[src/hw/rtl/inc_pkg.sv]
// Shared types and constants for the inverse normal CDF pipeline.
// No dependencies; imported by every inc_* module and the top level.
`default_nettype none

package inc_pkg;

	// fraction bits of the quantile output
	localparam int FRAC_BITS = 28;

	localparam logic [31:0] LN2_Q32 = 32'hB17217F8;

	// rational approximation coefficients, Q.32 rounded from six decimals
	localparam logic [33:0] COEF_C0 = 34'(((64'd2515517 << 32) + 64'd500000) / 64'd1000000);
	localparam logic [33:0] COEF_C1 = 34'(((64'd802853 << 32) + 64'd500000) / 64'd1000000);
	localparam logic [33:0] COEF_C2 = 34'(((64'd10328 << 32) + 64'd500000) / 64'd1000000);
	localparam logic [33:0] COEF_D1 = 34'(((64'd1432788 << 32) + 64'd500000) / 64'd1000000);
	localparam logic [33:0] COEF_D2 = 34'(((64'd189269 << 32) + 64'd500000) / 64'd1000000);
	localparam logic [33:0] COEF_D3 = 34'(((64'd1308 << 32) + 64'd500000) / 64'd1000000);

	// output rescale: right shift with rounding, or left shift capped at 16
	localparam int SHR = (FRAC_BITS < 32) ? (32 - FRAC_BITS) : 0;
	localparam int SHL = (FRAC_BITS > 48) ? 16 : ((FRAC_BITS > 32) ? (FRAC_BITS - 32) : 0);
	localparam logic [56:0] RND_ADD = (57'd1 << SHR) >> 1;

	typedef struct packed {
		logic lower;    // p below one half: result negated
		logic invalid;  // p == 0
	} inc_tag_t;

endpackage

`default_nettype wire

[src/hw/rtl/inc_sqrt.sv]
// Integer square root of s * 2^26, one result bit per pipeline stage.
// Depends on inc_pkg.
`default_nettype none

module inc_sqrt import inc_pkg::*; (
	input  logic        clk,
	input  logic        arst_n,
	input  logic        en,
	input  logic        in_valid,
	input  inc_tag_t    in_tag,
	input  logic [37:0] s,
	output logic        out_valid,
	output inc_tag_t    out_tag,
	output logic [31:0] r
);

	localparam int N = 32;

	logic        v_s   [0:N];
	inc_tag_t    tag_s [0:N];
	logic [63:0] rem_s [0:N];
	logic [63:0] res_s [0:N];

	always_comb begin
		v_s[0]   = in_valid;
		tag_s[0] = in_tag;
		rem_s[0] = {s, 26'd0};
		res_s[0] = '0;
	end

	for (genvar j = 1; j <= N; j++) begin : g_bit
		localparam logic [63:0] BIT = 64'd1 << (2 * (N - j));
		logic [63:0] trial;
		assign trial = res_s[j-1] + BIT;

		always_ff @(posedge clk or negedge arst_n) begin
			if (!arst_n) v_s[j] <= 1'b0;
			else if (en) v_s[j] <= v_s[j-1];
		end

		always_ff @(posedge clk) begin
			if (en) begin
				tag_s[j] <= tag_s[j-1];
				if (rem_s[j-1] >= trial) begin
					rem_s[j] <= rem_s[j-1] - trial;
					res_s[j] <= (res_s[j-1] >> 1) + BIT;
				end else begin
					rem_s[j] <= rem_s[j-1];
					res_s[j] <= res_s[j-1] >> 1;
				end
			end
		end
	end

	assign out_valid = v_s[N];
	assign out_tag   = tag_s[N];
	assign r         = res_s[N][31:0];

`ifndef SYNTHESIS
	a_root_fits: assert property (@(posedge clk) disable iff (!arst_n)
		v_s[N] |-> res_s[N][63:32] == 32'd0)
		else $error("square root exceeds 32 bits");
`endif

endmodule

`default_nettype wire

[config.mk]
export PLATFORM = sky130hd
export DESIGN_NAME = inc_sqrt
export DESIGN_NICKNAME = d
export VERILOG_FILES = /design/src/hw/rtl/inc_pkg.sv /design/src/hw/rtl/inc_sqrt.sv
export SDC_FILE = /design/constraint.sdc
export NUM_CORES = 2
export LEC_CHECK = 0
export BUFFER_PORTS_ARGS = -buffer_cell sky130_fd_sc_hd__buf_4
export CORE_UTILIZATION = 30
export CTS_CLUSTER_DIAMETER = 50
export DETAILED_ROUTE_END_ITERATION = 10
export SYNTH_ARGS = -nofsm -noshare
export SYNTH_HDL_FRONTEND = slang
export SYNTH_SLANG_ARGS = --single-unit
export TNS_END_PERCENT = 5
[constraint.sdc]
create_clock -name clk -period 5.4 [get_ports clk]
set_input_delay 1.62 -clock clk [delete_from_list [all_inputs] [get_ports clk]]
set_output_delay 1.62 -clock clk [all_outputs]
set_load 0.02 [all_outputs]
Word level (Yosys, flattened, before mapping)
Cells that the tools add are included.
{"block": "op_classes", "n_addsub": 93, "order_cmp": 32, "mux": 63}
{"op": "$ge A64 B64 Y1", "count": 31}
{"op": "$mux W64", "count": 31}
{"op": "$mux W63", "count": 31}
{"op": "$sub A64 B64 Y64", "count": 30}
{"op": "$add A63 B11 Y64 const B", "count": 1}
{"op": "$add A63 B13 Y64 const B", "count": 1}
{"op": "$add A63 B15 Y64 const B", "count": 1}
{"op": "$add A63 B17 Y64 const B", "count": 1}
{"op": "$add A63 B19 Y64 const B", "count": 1}
{"op": "$add A63 B21 Y64 const B", "count": 1}
{"op": "$add A63 B23 Y64 const B", "count": 1}
{"op": "$add A63 B25 Y64 const B", "count": 1}
{"op": "$add A63 B27 Y64 const B", "count": 1}
{"op": "$add A63 B29 Y64 const B", "count": 1}
{"op": "$add A63 B3 Y64 const B", "count": 1}
{"op": "$add A63 B31 Y64 const B", "count": 1}
{"op": "$add A63 B33 Y64 const B", "count": 1}
{"op": "$add A63 B35 Y64 const B", "count": 1}
{"op": "$add A63 B37 Y64 const B", "count": 1}
{"op": "$add A63 B39 Y64 const B", "count": 1}
{"op": "$add A63 B41 Y64 const B", "count": 1}
{"op": "$add A63 B43 Y64 const B", "count": 1}
{"op": "$add A63 B45 Y64 const B", "count": 1}
{"op": "$add A63 B47 Y64 const B", "count": 1}
{"op": "45 further kinds", "count": 45}
{"block": "totals", "register_bits": 4096, "in_bits": 44, "out_inout_bits": 35, "word_cells": 378}

Longest topological paths before layout
{"block": "depth", "depth_word": 3, "depth_mapped": 16}

Worst setup path after synthesis
OpenSTA, ideal clock, no wires.
{"block": "synth_timing", "path_type": "register to register", "startpoint": "register rem_s[462] (netlist bit)", "endpoint": "register rem_s[440] (netlist bit) (data pin)", "setup_ns": 0.271, "t_arrival_ns": 3.187, "path_slack_ns": 1.942, "path_stages_with_launch": 12, "period_less_slack_ns": 3.458, "path_cell_list": "edfxtp_1 > ha_1 > fa_1 > a211oi_1 > nor4_1 > o31ai_1 > o32ai_1 > o211ai_1 > nand2_1 > or3_1 > nor4_1 > xor2_1"}
{"block": "synth_via", "elab_chain_cells": 2, "word_cells_on_any_way": 3}
{"element": "from (decl)", "line": "inc_sqrt.sv:21", "rtl": "logic [63:0] rem_s [0:N];"}
{"element": "from (signal, indexed assignment)", "line": "inc_sqrt.sv:45", "rtl": "rem_s[j] <= rem_s[j-1] - trial;"}
{"element": "from (signal, indexed assignment)", "line": "inc_sqrt.sv:48", "rtl": "rem_s[j] <= rem_s[j-1];"}
{"element": "$sub A64 B64 Y64 or $ge A64 B64 Y1 (tied branches)", "line": "inc_sqrt.sv:45, inc_sqrt.sv:44"}
{"element": "$mux W64 *", "line": "inc_sqrt.sv:44", "rtl": "if (rem_s[j-1] >= trial) begin"}
Every way passes the cells marked *; elsewhere a longest branch is shown, timed or not.
A chain may end at the register's enable or synchronous reset.

Worst setup path in the final report
{"block": "layout_timing", "startpoint": "register rem_s[269] (netlist bit)", "endpoint": "register rem_s[212] (netlist bit) (data pin)"}
The elaborated chain is that of the path after synthesis.

==> results.yml <==
min_path:
  holdPathEnd: "tag_s[5]$_DFFE_PP_"
  worstHoldStart: "tag_s[7]$_DFFE_PP_"
  holdCritPathClass: "reg2reg"
  min_path_cells: 0
clock_network:
  hold_buffers: 0
  clk_pin_slew_ns: 0.05
  ctsResizeCount: 0
  clock_latency_ns: 0.90
  post-cts-setup-buffer-count: 0
  htreeDepth: 5
  cts_sinks: 1946
  cts_buffer_depth: 4
  cts_tree: "done"
  clock-root-buffer: "clkbuf_16"
  numCtsBuffers: 280
timing:
  setup_viol: 0
  worst_pin_slew_ns: 1.12
  relSlewSlack_pct: 23.3
  post-route-min-period_ns: 4.49
  finalHoldViolCount: 0
  setup_tns_ns: 0
  skew_ns: 0.0864
  fin_ws_ns: 0.910
  max_freq_mhz: 223
  drv_slew: 0
  fin_crit_sh_pct: 83.1
  rsz0062_at_grt: "false"
worst_setup_path:
  timing.rr.end: "rem_s[212]$_DFFE_PP_"
  cpMostUsedCell: "buf_4"
  ff2ff_path_depth: 12
  critical_path.max_fanout: 22
  max_stage_delay_ns: 0.70
  r2r_setup_slack_ns: 0.91
  crit_path_end_kind: "register"
  start_kind: "register"
  path_cells: "ha_1, a21o_1, or3_1, o21ai_0, a2111oi_0, buf_4, o311ai_0, nand2_1, or3_2, buf_4, nor2_1, a21oi_1"
  cp.required_ns: 5.98
  cp_slowest_cell: "or3_2"
  path_class: "reg2reg"
  cp.arrival_ns: 5.07
  r2r_start: "rem_s[269]$_DFFE_PP_"
final_layout:
  n_fill_cell: 32100
  area_growth_pct: 15.5
  nets: 9524
  ff_latch_area_mm2: 0.0583
  multi_input_area_mm2: 0.0393
  drive_gt1_share_pct: 8.32
power_and_ir_drop:
  power.density_mw_per_mm2: 434
  finalPower_mw: 50.5
  vdd_drop_max_v: 0.000254
  leakage_nw: 43.8
place:
  routabilityCongestion: 0.904
  place_ws_ns: 0.944
  portBuffers: 78
  hpwlAfterDp_um: 170000
logic_synthesis:
  synth_top_family_by_area: "simple AND/OR/NAND/NOR gates"
  yosys-top-cells-area: "edfxtp_1 (57%), ha_1 (6.6%), xor2_1 (3.9%), xnor2_1 (3.4%), a21oi_1 (2.7%)"
  post-synth-top-area-fraction_pct: 57.0
  yosys.cell_count.top_type: "edfxtp_1"
  synth_top_cell_by_area: "edfxtp_1"
  synth_compound_area_share_pct: 11.1
  synth_cells: 8673
  ys_seq_area_share_pct: 57.8
  synthDistinctLibCells: 94
  ys_warn_count: 0
  yosys.area_share.simple_pct: 12.8
  synthAdderAreaFrac_pct: 6.83
  synth-xor-area-share_pct: 7.30
  synth_ff_type: "edfxtp_1"
  netlist_area_mm2: 0.101
  synthTopCellsByCount: "edfxtp_1 (1,914), nand2_1 (715), inv_1 (692)"
  synth_nets: 9260
  syn_area_per_cell_um2: 11.6
  synth_edf_count: 1914
  ys_ff_latch: 1946
  async_flop_share_pct: 1.64
  synthMuxAreaShare_pct: 1.01
floorplan:
  num_io_pins: 79
  start_util_pct: 30.2
  num_rows: 212
  die_x_um: 582
  die-area_mm2: 0.338
  core_area_mm2: 0.334
  dieHeight_um: 582
routing:
  drt_first_pass_iters: 8
  antenna_left: 0
  via_per_inst: 4.95
  vias: 67000
  post_drt_wl_per_cell_um: 16.9
  drtIter0Drc: 4312
  post-route-drc-count: 0
  wl_um: 229000
outcome:
  status: "complete, no violations"
global_routing:
  grt_overflow: 0
  grt_pass1_wl_um: 363000
  antenna_found_initial: 2
  grt_max_degree: 195
  grt_usage_pct: 13.1
  first_global_vias: 68400
job:
  cap_violations: 0
-- worst max-delay path: cells and delay by family, from the launching register on --
family	cells	cell delay, ns
fa+ha+maj	1	0.36
compound gates	5	1.63
simple gates	4	1.33
flops	1	0.40
buf+inv	2	0.48
-- placed cells by master, fill, tap and decap left out, types with 61 or more instances in the layout --
cell	synthesis	routed
o21a_1	90	90
clkbuf_16	0	289
nor3_1	262	262
edfxtp_1	1914	1914
nor4_1	211	211
inv_1	692	692
nand2b_1	107	107
o31ai_1	61	61
nor2b_1	65	65
ha_1	531	531
nand2_1	715	715
xnor2_1	395	395
nand4_1	97	97
or3_1	105	104
nor2_1	553	550
xor2_1	445	445
a21o_1	203	203
mux2_2	81	81
a21oi_1	540	538
buf_4	6	138
nand3_1	144	144
o21ai_0	515	514
-- cell families (layout without fill, tap and decap cells) --
| kind of cell | Yosys count | after routing |
|---|---|---|
| AOI/OAI and AO/OA | 1808 | 1808 |
| xor gates and xnor gates | 840 | 840 |
| adders and majority gates | 543 | 543 |
| buffers and inverters | 865 | 1351 |
| DFF | 1946 | 1946 |
| muxes | 92 | 92 |
| other | 0 | 3 |
| and+or+nand+nor | 2579 | 2579 |
-- where the power goes --
part	switching, mW	internal [mW]	total, mW
sequential	1.73	19.5	21.3
combinational	6.58	4.50	11.1
clock	7.00	11.2	18.2
-- stage by stage --
step / instances / hold slack [ns] / utilization [%] / instance area [µm²]
6_report: 13500 / 0.394 / 34.9 / 116000
3_3_place_gp: 13000 / 0.401 / 32.1 / 107000
2_1_floorplan: 8673 / 0.400 / - / 101000
3_5_place_dp: 13000 / 0.405 / 32.1 / 107000
5_1_grt: 13500 / 0.408 / 34.9 / 116000
4_1_cts: 13500 / 0.392 / 34.9 / 116000
-- routing by layer --
metal  vias to the layer above  track usage (%)  wire length [µm]  share of wire, %
met5                         -                0                 0                 0
met4                         0             6.28             10500               4.6
met3                       605             1.80              9410               4.1
met2                      1772             24.0            116000                51
met1                     32100             14.9             93200                41
li1                      32600                -                 -                 -
-- layout make-up --
class,instances,area share [%]
Sequential cell,1946,50.0
Multi-Input combinational cell,5862,33.8
Clock buffer,329,6.34
Tap cell,4387,4.71
Inverter,693,2.23
Clock inverter,175,1.74
Timing Repair Buffer,154,1.17
Antenna cell,3,0.00644
-- worst max path at each step --
stage                     slack [ns]                startpoint              endpoint
after global routing            0.67      rem_s[269]$_DFFE_PP_  rem_s[226]$_DFFE_PP_
final                           0.91      rem_s[269]$_DFFE_PP_  rem_s[212]$_DFFE_PP_
after detailed placement        0.94      rem_s[269]$_DFFE_PP_  rem_s[212]$_DFFE_PP_
after CTS                       0.95      rem_s[269]$_DFFE_PP_  rem_s[212]$_DFFE_PP_
after global placement          0.98      rem_s[269]$_DFFE_PP_  rem_s[212]$_DFFE_PP_
after floorplan                 1.94  rem_s[462]$_SDFFCE_PP0P_  rem_s[440]$_DFFE_PP_
-- sequential cells by signal, indices dropped and copies added (netlist names) --
name	count
res_s	496
rem_s	1322
out_tag	2
out_valid	1
tag_s	62
v_s	31
r	32
No activity file was read; power rests on OpenSTA's default activity.
